==> config.mk <==
export PLATFORM = sky130hd
export DESIGN_NAME = ethernet_ip_header_parser_flat
export DESIGN_NICKNAME = d
export VERILOG_FILES = /design/src/design/ehp_pkg.sv /design/src/design/ehp_if.sv /design/src/design/ethernet_ip_header_parser.sv /design/src/design/ehp_front.sv /design/src/design/ehp_back.sv /design/src/flat_wrapper.sv
export SDC_FILE = /design/constraint.sdc
export NUM_CORES = 1
export LEC_CHECK = 0
export ABC_CLOCK_PERIOD_IN_PS = 8700
export BUFFER_PORTS_ARGS = -buffer_cell sky130_fd_sc_hd__clkbuf_2
export CAP_MARGIN = 20
export CORE_MARGIN = 1
export CORE_UTILIZATION = 30
export DETAILED_ROUTE_END_ITERATION = 12
export PLACE_DENSITY = 0.42
export SYNTH_ARGS = -nofsm -noshare
export SYNTH_HDL_FRONTEND = slang
export SYNTH_SLANG_ARGS = --single-unit
==> constraint.sdc <==
create_clock -name clk_i -period 8.7 [get_ports clk_i]
set_input_delay 1.305 -clock clk_i [delete_from_list [all_inputs] [get_ports clk_i]]
set_output_delay 1.305 -clock clk_i [all_outputs]
set_load 0.02 [all_outputs]
==> src/design/ehp_pkg.sv <==
`timescale 1ns / 1ps
package ehp_pkg;

  localparam int unsigned MaxVlanTags = 2;

  localparam logic [15:0] TypeIpv4 = 16'h0800;
  localparam logic [15:0] TypeVlan = 16'h8100;
  localparam logic [7:0] ProtoTcp = 8'd6;
  localparam logic [7:0] ProtoUdp = 8'd17;
  localparam logic [15:0] TypeThresholdReset = 16'd1536;

  localparam logic [5:0] CodeEnd = 6'd33;

  localparam logic [1:0] StComplete = 2'd0;
  localparam logic [1:0] StTruncated = 2'd1;
  localparam logic [1:0] StLength = 2'd2;
  localparam logic [1:0] StUnhandled = 2'd3;

  localparam logic [2:0] LEth = 3'd0;
  localparam logic [2:0] LVlan = 3'd1;
  localparam logic [2:0] LIp = 3'd2;
  localparam logic [2:0] LIpOpt = 3'd3;
  localparam logic [2:0] LTcp = 3'd4;
  localparam logic [2:0] LUdp = 3'd5;
  localparam logic [2:0] LTcpOpt = 3'd6;
  localparam logic [2:0] LDone = 3'd7;

  // One result record.
  typedef struct packed {
    logic [5:0]  code;
    logic [47:0] value;
    logic        last;
  } rec_t;

  // Up to three records caused by one byte.
  typedef struct packed {
    logic [1:0] count;
    rec_t [2:0] recs;
  } group_t;

endpackage

==> src/design/ehp_if.sv <==
`timescale 1ns / 1ps
interface ehp_in_if;
  logic       valid;
  logic       ready;
  logic [7:0] data_byte;
  logic       last_byte;
  modport source (output valid, data_byte, last_byte, input ready);
  modport sink (input valid, data_byte, last_byte, output ready);
endinterface

interface ehp_out_if;
  logic        valid;
  logic        ready;
  logic [5:0]  field_code;
  logic [47:0] field_value;
  logic        last_of_run;
  modport source (output valid, field_code, field_value, last_of_run, input ready);
  modport sink (input valid, field_code, field_value, last_of_run, output ready);
endinterface

==> src/design/ethernet_ip_header_parser.sv <==
`timescale 1ns / 1ps
// Channel   Dir  Payload
// in_req    in   data_byte, last_byte
// out_req   out  field_code, field_value, last_of_run
// cfg       in   cfg_we_i / cfg_wdata_i (type_threshold)
// One byte is accepted per cycle; its records enter an eight-entry queue in that cycle.
// Records leave one per cycle while out_req is ready, so multi-record bytes slow input.
// Input is held off while fewer than three queue entries are free.
// Reset clears parser state and the queue and sets the threshold to 1536.
module ethernet_ip_header_parser (
  input  logic        clk_i,
  input  logic        rst_ni,
  input  logic        cfg_we_i,
  input  logic [15:0] cfg_wdata_i,
  ehp_in_if.sink      in_req,
  ehp_out_if.source   out_req
);
  import ehp_pkg::*;

  logic [15:0] thr_q;
  logic        space, take;
  group_t      grp;

  // Threshold register.
  always_ff @(posedge clk_i or negedge rst_ni) begin
    if (!rst_ni) thr_q <= TypeThresholdReset;
    else if (cfg_we_i) thr_q <= cfg_wdata_i;
  end

  assign in_req.ready = space;
  assign take = in_req.valid && space;

  ehp_front u_front (
    .clk_i(clk_i), .rst_ni(rst_ni), .threshold_i(thr_q), .take_i(take),
    .byte_i(in_req.data_byte), .last_i(in_req.last_byte), .group_o(grp)
  );

  ehp_back u_back (
    .clk_i(clk_i), .rst_ni(rst_ni), .group_i(grp), .push_i(take),
    .space_o(space), .out_o(out_req)
  );
endmodule

==> src/design/ehp_front.sv <==
`timescale 1ns / 1ps
module ehp_front (
  input  logic                  clk_i,
  input  logic                  rst_ni,
  input  logic [15:0]           threshold_i,
  input  logic                  take_i,
  input  logic [7:0]            byte_i,
  input  logic                  last_i,
  output ehp_pkg::group_t       group_o
);
  import ehp_pkg::*;

  logic [2:0]  layer_q, layer_d;
  logic [5:0]  off_q, off_d;
  logic [47:0] acc_q, acc_d, acc;
  logic [3:0]  ihl_q, ihl_d, thl_q, thl_d;
  logic [7:0]  proto_q, proto_d;
  logic [1:0]  vcnt_q, vcnt_d, st_q, st_d;
  group_t      g;
  logic [5:0]  optlen;

  // Parse one byte: next state and the records it yields.
  always_comb begin
    layer_d = layer_q;
    off_d = off_q + 6'd1;
    ihl_d = ihl_q;
    thl_d = thl_q;
    proto_d = proto_q;
    vcnt_d = vcnt_q;
    st_d = st_q;
    acc = {acc_q[39:0], byte_i};
    acc_d = acc;
    g = '0;
    optlen = '0;
    unique case (layer_q)
      LEth: begin
        if (off_q == 6'd5 || off_q == 6'd11 || off_q == 6'd13) begin
          g.recs[0].code = (off_q == 6'd5) ? 6'd0 : (off_q == 6'd11) ? 6'd1 : 6'd2;
          g.recs[0].value = acc;
          g.count = 2'd1;
          acc_d = '0;
        end
      end
      LVlan: begin
        if (off_q == 6'd0) begin
          g.recs[0] = '{6'd3, {45'd0, byte_i[7:5]}, 1'b0};
          g.recs[1] = '{6'd4, {47'd0, byte_i[4]}, 1'b0};
          g.count = 2'd2;
          acc_d = {44'd0, byte_i[3:0]};
        end else if (off_q == 6'd1 || off_q == 6'd3) begin
          g.recs[0].code = (off_q == 6'd1) ? 6'd5 : 6'd6;
          g.recs[0].value = acc;
          g.count = 2'd1;
          acc_d = '0;
        end
      end
      LIp: begin
        case (off_q)
          6'd0: begin
            ihl_d = byte_i[3:0];
            g.recs[0] = '{6'd7, {44'd0, byte_i[7:4]}, 1'b0};
            g.recs[1] = '{6'd8, {44'd0, byte_i[3:0]}, 1'b0};
            g.count = 2'd2;
            acc_d = '0;
          end
          6'd1: begin
            g.recs[0] = '{6'd9, {42'd0, byte_i[7:2]}, 1'b0};
            g.recs[1] = '{6'd10, {46'd0, byte_i[1:0]}, 1'b0};
            g.count = 2'd2;
            acc_d = '0;
          end
          6'd6: begin
            g.recs[0] = '{6'd13, {45'd0, byte_i[7:5]}, 1'b0};
            g.count = 2'd1;
            acc_d = {43'd0, byte_i[4:0]};
          end
          6'd3, 6'd5, 6'd7, 6'd8, 6'd9, 6'd11, 6'd15, 6'd19: begin
            g.recs[0].value = acc;
            g.count = 2'd1;
            acc_d = '0;
            case (off_q)
              6'd3: g.recs[0].code = 6'd11;
              6'd5: g.recs[0].code = 6'd12;
              6'd7: g.recs[0].code = 6'd14;
              6'd8: g.recs[0].code = 6'd15;
              6'd9: g.recs[0].code = 6'd16;
              6'd11: g.recs[0].code = 6'd17;
              6'd15: g.recs[0].code = 6'd18;
              default: g.recs[0].code = 6'd19;
            endcase
            if (off_q == 6'd9) proto_d = byte_i;
          end
          default: ;
        endcase
      end
      LIpOpt: ;
      LTcp: begin
        case (off_q)
          6'd12: begin
            thl_d = byte_i[7:4];
            g.recs[0] = '{6'd24, {44'd0, byte_i[7:4]}, 1'b0};
            g.count = 2'd1;
            acc_d = {47'd0, byte_i[0]};
          end
          6'd1, 6'd3, 6'd7, 6'd11, 6'd13, 6'd15, 6'd17, 6'd19: begin
            g.recs[0].value = acc;
            g.count = 2'd1;
            acc_d = '0;
            case (off_q)
              6'd1: g.recs[0].code = 6'd20;
              6'd3: g.recs[0].code = 6'd21;
              6'd7: g.recs[0].code = 6'd22;
              6'd11: g.recs[0].code = 6'd23;
              6'd13: g.recs[0].code = 6'd25;
              6'd15: g.recs[0].code = 6'd26;
              6'd17: g.recs[0].code = 6'd27;
              default: g.recs[0].code = 6'd28;
            endcase
          end
          default: ;
        endcase
      end
      LTcpOpt: ;
      LUdp: begin
        if (off_q == 6'd1 || off_q == 6'd3 || off_q == 6'd5 || off_q == 6'd7) begin
          g.recs[0].code = 6'd29 + {3'd0, off_q[2:1]};
          g.recs[0].value = acc;
          g.count = 2'd1;
          acc_d = '0;
        end
      end
      default: acc_d = '0;
    endcase

    // Layer transitions after the closing field of each header.
    if ((layer_q == LEth && off_q == 6'd13) || (layer_q == LVlan && off_q == 6'd3)) begin
      off_d = '0;
      acc_d = '0;
      if (acc[15:0] < threshold_i) begin
        st_d = StLength;
        layer_d = LDone;
      end else if (acc[15:0] == TypeIpv4) begin
        layer_d = LIp;
      end else if (acc[15:0] == TypeVlan && {30'd0, vcnt_q} < MaxVlanTags) begin
        vcnt_d = vcnt_q + 2'd1;
        layer_d = LVlan;
      end else begin
        st_d = StUnhandled;
        layer_d = LDone;
      end
    end
    if ((layer_q == LIp && off_q == 6'd19 && ihl_q <= 4'd5) || (layer_q == LIpOpt &&
        (ihl_q <= 4'd5 || off_q + 6'd1 >= {(ihl_q - 4'd5), 2'b00}))) begin
      off_d = '0;
      acc_d = '0;
      if (proto_q == ProtoTcp) layer_d = LTcp;
      else if (proto_q == ProtoUdp) layer_d = LUdp;
      else begin
        st_d = StUnhandled;
        layer_d = LDone;
      end
    end else if (layer_q == LIp && off_q == 6'd19) begin
      off_d = '0;
      acc_d = '0;
      layer_d = LIpOpt;
    end
    optlen = {(thl_q - 4'd5), 2'b00};
    if ((layer_q == LTcp && off_q == 6'd19) || (layer_q == LTcpOpt &&
        (thl_q <= 4'd5 || off_q + 6'd1 >= optlen)) || (layer_q == LUdp && off_q == 6'd7)) begin
      off_d = '0;
      acc_d = '0;
      layer_d = (layer_q == LTcp && thl_q > 4'd5) ? LTcpOpt : LDone;
      if (layer_d == LDone) st_d = StComplete;
    end

    // End record on the final byte, then back to the frame start.
    if (last_i) begin
      g.recs[g.count].code = CodeEnd;
      g.recs[g.count].value = {46'd0, (layer_d == LDone) ? st_d : StTruncated};
      g.count = g.count + 2'd1;
      layer_d = LEth;
      off_d = '0;
      acc_d = '0;
      ihl_d = '0;
      thl_d = '0;
      proto_d = '0;
      vcnt_d = '0;
      st_d = '0;
    end
    if (g.count != 2'd0) g.recs[g.count - 2'd1].last = 1'b1;
  end

  assign group_o = g;

  // Parser state advances on each accepted byte.
  always_ff @(posedge clk_i or negedge rst_ni) begin
    if (!rst_ni) begin
      layer_q <= LEth;
      off_q <= '0;
      acc_q <= '0;
      ihl_q <= '0;
      thl_q <= '0;
      proto_q <= '0;
      vcnt_q <= '0;
      st_q <= '0;
    end else if (take_i) begin
      layer_q <= layer_d;
      off_q <= off_d;
      acc_q <= acc_d;
      ihl_q <= ihl_d;
      thl_q <= thl_d;
      proto_q <= proto_d;
      vcnt_q <= vcnt_d;
      st_q <= st_d;
    end
  end

`ifndef SYNTH
  a_vcnt: assert property (@(posedge clk_i) disable iff (!rst_ni)
    {30'd0, vcnt_q} <= MaxVlanTags) else $error("too many VLAN tags");
  a_last_clears: assert property (@(posedge clk_i) disable iff (!rst_ni)
    take_i && last_i |=> layer_q == LEth && off_q == 6'd0) else $error("frame not cleared");
  a_end_rec: assert property (@(posedge clk_i) disable iff (!rst_ni)
    take_i && last_i |-> g.count != 2'd0) else $error("missing end record");
`endif
endmodule

==> src/design/ehp_back.sv <==
`timescale 1ns / 1ps
module ehp_back (
  input  logic            clk_i,
  input  logic            rst_ni,
  input  ehp_pkg::group_t group_i,
  input  logic            push_i,
  output logic            space_o,
  ehp_out_if.source       out_o
);
  import ehp_pkg::*;

  // Record queue: eight entries, up to three written per cycle.
  rec_t       mem_q [8];
  logic [2:0] wp_q, rp_q;
  logic [3:0] cnt_q, cnt_d;
  logic       pop;
  logic [3:0] npush;

  assign npush = push_i ? {2'd0, group_i.count} : 4'd0;
  assign pop = out_o.valid && out_o.ready;
  assign cnt_d = cnt_q + npush - {3'd0, pop};
  assign space_o = (cnt_q <= 4'd5);
  assign out_o.valid = (cnt_q != 4'd0);
  assign out_o.field_code = mem_q[rp_q].code;
  assign out_o.field_value = mem_q[rp_q].value;
  assign out_o.last_of_run = mem_q[rp_q].last;

  always_ff @(posedge clk_i) begin
    for (int i = 0; i < 3; i++) begin
      if (push_i && 2'(i) < group_i.count) mem_q[wp_q + 3'(i)] <= group_i.recs[i];
    end
  end

  always_ff @(posedge clk_i or negedge rst_ni) begin
    if (!rst_ni) begin
      wp_q <= '0;
      rp_q <= '0;
      cnt_q <= '0;
    end else begin
      wp_q <= wp_q + npush[2:0];
      rp_q <= rp_q + {2'd0, pop};
      cnt_q <= cnt_d;
    end
  end

`ifndef SYNTH
  a_cnt: assert property (@(posedge clk_i) disable iff (!rst_ni)
    cnt_q <= 4'd8) else $error("queue overflow");
  a_space: assert property (@(posedge clk_i) disable iff (!rst_ni)
    push_i |-> space_o) else $error("push without space");
  a_track: assert property (@(posedge clk_i) disable iff (!rst_ni)
    3'(wp_q - rp_q) == cnt_q[2:0]) else $error("pointer mismatch");
`endif
endmodule
==> src/flat_wrapper.sv <==
// flat-port wrapper written by rule: the top's interface ports become plain ports
module ethernet_ip_header_parser_flat import ehp_pkg::*;
  (clk_i, rst_ni, cfg_we_i, cfg_wdata_i, in_req_valid, in_req_data_byte, in_req_last_byte, in_req_ready, out_req_valid, out_req_field_code, out_req_field_value, out_req_last_of_run, out_req_ready);
  ehp_in_if in_req_i ();
  ehp_out_if out_req_i ();
  input  logic clk_i;
  input  logic rst_ni;
  input  logic cfg_we_i;
  input  logic [15:0] cfg_wdata_i;
  input wire logic [$bits(in_req_i.valid)-1:0] in_req_valid;
  input wire logic [$bits(in_req_i.data_byte)-1:0] in_req_data_byte;
  input wire logic [$bits(in_req_i.last_byte)-1:0] in_req_last_byte;
  output wire logic [$bits(in_req_i.ready)-1:0] in_req_ready;
  output wire logic [$bits(out_req_i.valid)-1:0] out_req_valid;
  output wire logic [$bits(out_req_i.field_code)-1:0] out_req_field_code;
  output wire logic [$bits(out_req_i.field_value)-1:0] out_req_field_value;
  output wire logic [$bits(out_req_i.last_of_run)-1:0] out_req_last_of_run;
  input wire logic [$bits(out_req_i.ready)-1:0] out_req_ready;
  assign in_req_i.valid = in_req_valid;
  assign in_req_i.data_byte = in_req_data_byte;
  assign in_req_i.last_byte = in_req_last_byte;
  assign in_req_ready = in_req_i.ready;
  assign out_req_valid = out_req_i.valid;
  assign out_req_field_code = out_req_i.field_code;
  assign out_req_field_value = out_req_i.field_value;
  assign out_req_last_of_run = out_req_i.last_of_run;
  assign out_req_i.ready = out_req_ready;
  ethernet_ip_header_parser u_core (.clk_i(clk_i), .rst_ni(rst_ni), .cfg_we_i(cfg_we_i), .cfg_wdata_i(cfg_wdata_i), .in_req(in_req_i), .out_req(out_req_i));
endmodule
Word-level counts from Yosys, hierarchy flattened:

Memory sizes are Yosys's and may differ from the RTL's.
Cells that the tools add are included.

* register bits after elaboration: 95
* logic and storage cells: 213
* memories: 1
* input bits: 30
* bits in writable memories: 440
* output and inout bits: 57

* mux-type cells: 94
* equality and inequality tests: 27
* magnitude comparators: 15
* reduce and logical (&&, ||, !) cells: 51
* add/subtract/negate cells: 13

Memories
* u_core.u_back.mem_q: words 8, bits a word 55, read ports 1, clocked after Yosys merged registers in 0, wr ports 3, RTL line ehp_back.sv:13 `rec_t mem_q [8];`

Operators with widths (number)
* $bwmux 165: 3
* $mux 40: 9
* $demux 55 s2: 3
* $pmux 54 s5: 1
* $pmux 40 s6: 1
* $pmux 53 s2: 2
* $pmux 53 s4: 1
* $mux 167: 1
* $mux 165: 1
* $pmux 40 s2: 2
* $pmux 55 s2: 1
* $mux 51: 2
* $mux 55: 1
* $mux 54: 1
* $mux 52: 1
* $mux 50: 1
* $mux 49: 1
* $mux 2: 23
* $eq 6x4->1 const B: 6
* $pmux 5 s7: 1
* $mux 8: 4
* $mux 6: 5
* $pmux 4 s7: 1
* $mux 3: 8
* other kinds (49): 120

Depth between registers and ports, before layout:

* word-level depth: 21
* mapped depth: 19
* depth with buffers taken out: 15

Cells and area by module:

Synthesis repeated with hierarchy kept, for this count alone.

* cell total of the unflattened synthesis: 3683
* area, all modules: 35427.7 um^2

Modules (own cells, without submodules)
* ehp_back: seq. area each 13462.9 um^2, cells each 2943, instances 1, area each 28712.5 um^2
* ehp_front: seq. area each 1726.7 um^2, cells each 705, instances 1, area each 6057.1 um^2
* ethernet_ip_header_parser: seq. area each 402.9 um^2, cells each 35, instances 1, area each 658.1 um^2

Worst setup path before layout:

OpenSTA, ideal clock, no wires.

* path kind: reg-to-reg
* start point: reg u_core.u_front.off_q[0]
* end point: mem u_core.u_back.mem_q[0][0] (netlist name), enable pin
* stages on the path, launching flop included: 17
* period minus slack after synthesis: 7.443 ns
* library setup time: 0.544 ns
* data required time: 8.156 ns
* path buffers: 4
* data arrival time: 6.900 ns
* path slack: 1.257 ns
* cells stage by stage: dfrtp_1 inv_1 ha_1 clkbuf_1 nand3b_1 a21oi_1 o21ai_0 and4_1 buf_6 buf_8 ha_1 nand2_1 a21o_1 inv_1 buf_2 nor2_1 o21ai_0

RTL lines
* start, declared: RTL line ehp_front.sv:14 `logic [5:0] off_q, off_d;`
* start signal, assigned: RTL line ehp_front.sv:199 `off_q <= '0;`
* start signal, assigned: RTL line ehp_front.sv:208 `off_q <= off_d;`
* end, declared: RTL line ehp_back.sv:13

==> impl_metrics.yaml <==
run_status:
  status: "finished, final reports clean"
cells_and_area:
  postLayoutCellArea_um2: 29590
  antennaDiodeCount: 0
  post-route-util_pct: 34.65
  syn_to_final_growth_pct: 14.05
  layout-drive-gt1-share_pct: 20.84
  final_nets: 2128
floorplan:
  initial_core_util_pct: 30.38
  core_um2: 85410
  dieArea_um2: 87670
  num_rows: 107
  fp.dieW_um: 296.1
  io_pins: 87
  die_y_um: 296.1
yosys:
  netlist_area_um2: 25950
  netlist.area_leader.share_pct: 50.92
  synth_largest_area_cell: "edfxtp_1"
  synth_edf_count: 440
  synth_fp_nets: 2093
  ys_ff_latch: 535
  synthTopCellsByArea: "edfxtp_1 (51%), mux4_2 (9.5%), dfrtp_1 (9.0%)"
  yosysSeqAreaShare_pct: 60.10
  yosys_warnings: 0
  synthCells: 2014
  synth.avg_cell_area_um2: 12.88
  synth-main-ff-cell: "edfxtp_1"
  synth_cell_type_count: 92
  synthArstFlopShare_pct: 17.76
sta:
  slew_violations: 0
  slew_headroom_pct: 24.86
  rsz0062_at_grt: "no"
  finalSetupViolCount: 0
  worst_clock_skew_ns: 0.05682
  worst_slew_pin_slew_ns: 1.122
  final.min_clock_period_ns: 6.349
  period_share_pct: 72.97
  worst_slack_ns: 2.351
  fmax_ghz: 0.1575
  hold_viol_final: 0
  fin_tns_setup_ns: 0
cts:
  clkTransAtPathRegs_ns: 0.06
  cts-resized-gates: 0
  cts-root-buf: "clkbuf_16"
  h-tree-depth: 2
  post-cts-setup-buffers: 0
  cts_buffer_depth: 3
  postCtsHoldBufs: 0
  cts-buffers-inserted: 61
  cts.sink_count: 535
  cts_tree: "built"
  clk_latency_ns: 0.67
drt:
  postRouteAntennaNets: 0
  drc: 0
  wl_per_cell_um: 24.62
  drt_first_pass_iters: 5
  drtIter0Drc: 1307
  vias: 16919
  post_drt_via_cell_ratio: 5.212
  wirelength_um: 79920
placement:
  port-buffer-count: 86
  dp_hpwl_um: 49710
  dp_slack_ns: 2.329
  gp_congestion: 0.8349
  dpl-instance-area_um2: 27520
grt:
  grt.busiest_layer: "met2"
  grt_pass1_vias: 17806
  grt_max_degree: 61
  use_met3_pct: 2.024
  grt_antenna_before_repair: 0
  overflow: 0
  gr-usage-met1_pct: 24.33
  grt_usage_pct: 18.34
  met2_usage_pct: 31.78
  grt_pass1_wl_um: 119200
worst_setup_path:
  end_kind: "flip-flop"
  worstSetupStartpointType: "flip-flop"
  worstPathRequired_ns: 8.97
  worstPathArrival_ns: 6.62
  crit_type: "flip-flop to flip-flop"
  crit_path_max_fanout: 53
pwr:
  power_w: 0.008995
  power_density_nw_per_um2: 304.0
  leakage_nw: 11.27
  vdd_drop_max_mv: 0.1976
worst_hold_path:
  hold_path_class: "flip-flop to flip-flop"
run:
  drv_cap: 0
## worst max-delay path: stages (launching register included)
cell and delay (ns):
dfrtp_1 0.44, inv_1 0.13, ha_1 0.68, nand3b_1 0.15
a21oi_1 0.30, o21ai_0 0.30, and4_1 0.23, buf_4 0.23
ha_1 0.33, nand2_1 0.06, a21o_1 0.37, inv_1 0.51
and3_1 0.29, mux2i_4 0.11, nand2_2 0.09, buf_4 0.60
inv_1 0.20, o21ai_4 0.28, buf_4 0.62
## where the power goes
part	total (W)	internal, W	leakage (nW)	switching [W]
logic	0.00281	0.00119	5.01	0.00163
registers	0.00356	0.00311	5.27	0.000446
clock network	0.00262	0.00151	0.988	0.00111
total	0.00899	0.00581	11.3	0.00319
## state kept, by name (all words and copies together), names as in the netlist, 4 cells and up
| register | flops |
|---|---|
| u_core.u_front.ihl_q | 4 |
| u_core.u_front.proto_q | 8 |
| u_core.u_back.mem_q | 440 |
| u_core.thr_q | 16 |
| u_core.u_front.off_q | 6 |
| u_core.u_front.thl_q | 4 |
| u_core.u_front.acc_q | 40 |
| u_core.u_back.cnt_q | 4 |
## area by class of cell
| class | count | area, um2 |
|---|---|---|
| tap | 1144 | 1431 |
| inverter | 49 | 183.9 |
| sequential | 535 | 15600 |
| multi-input combinational | 1287 | 9648 |
| clock buffer | 82 | 1667 |
| fill | 8451 | 55820 |
| timing repair buffer | 115 | 663.1 |
| clock inverter | 34 | 395.4 |
## final timing paths
kind | endpoint | from | slack, ns | cells after the start
setup / recovery | u_core.u_back.mem_q[7][28] | u_core.u_front.off_q[1] | 2.35 | 18
hold / removal | u_core.u_front.st_q[1] | u_core.u_front.st_q[1] | 0.49 | 2
setup reg to reg | u_core.u_back.mem_q[7][28] | u_core.u_front.off_q[1] | 2.35 | 18
hold reg to reg | u_core.u_front.st_q[1] | u_core.u_front.st_q[1] | 0.49 | 2
max in group asynchronous | u_core.u_front.acc_q[22] | rst_ni | 6.81 | 2
min in group asynchronous | u_core.thr_q[2] | rst_ni | 0.73 | 1
## per-stage QoR
stage               std cells  hold WS [ns]
global route             3246        0.5320
floorplan                2014        0.4398
detailed placement       3129        0.4746
CTS                      3245        0.4929
finish                   3246        0.4945
global placement         3128        0.4755
## kinds of logic (layout without fill, tap and decap cells)
group	after synthesis	in the layout	share of synthesized area, %
AO/OA/AOI/OAI	331	331	8.864
AND/OR/NAND/NOR	711	711	12.08
multiplexers	179	179	12.76
XOR/XNOR	17	17	0.6318
buffers and inverters	192	280	3.139
flip-flops	535	535	60.10
adder cells (fa/ha/maj)	49	49	2.421
## Yosys cell counts (all sizes together) (12+ instances only)
master / n
and3: 13
o22ai: 27
nand4: 13
buf: 77
ha: 47
mux4: 110
mux2: 62
edfxtp: 440
nor2: 417
clkbuf: 66
nor3: 18
nand3b: 13
nand2: 140
o21ai: 99
nand3: 24
a22o: 44
a21oi: 37
o211ai: 12
dfrtp: 93
inv: 49
## cell usage in the layout (no fill, tap or decap), types with 47 or more instances in the layout
master and instances:
edfxtp_1 440, nor2_1 416, nand2_1 134, mux4_2 110, dfrtp_1 90, clkbuf_2 85, o21ai_0 84, clkbuf_16 62
mux2_2 61, inv_1 49, ha_1 47
## layer usage
| layer | up-vias | wire [um] | part of all wire [%] |
|---|---|---|---|
| met5 | - | 0 | 0 |
| met4 | 0 | 1765 | 2.2 |
| met3 | 113 | 3208 | 4.0 |
| met2 | 435 | 39750 | 50 |
| met1 | 8749 | 35190 | 44 |
| li1 | 7622 | - | - |
No activity file was read; power rests on OpenSTA's default activity.
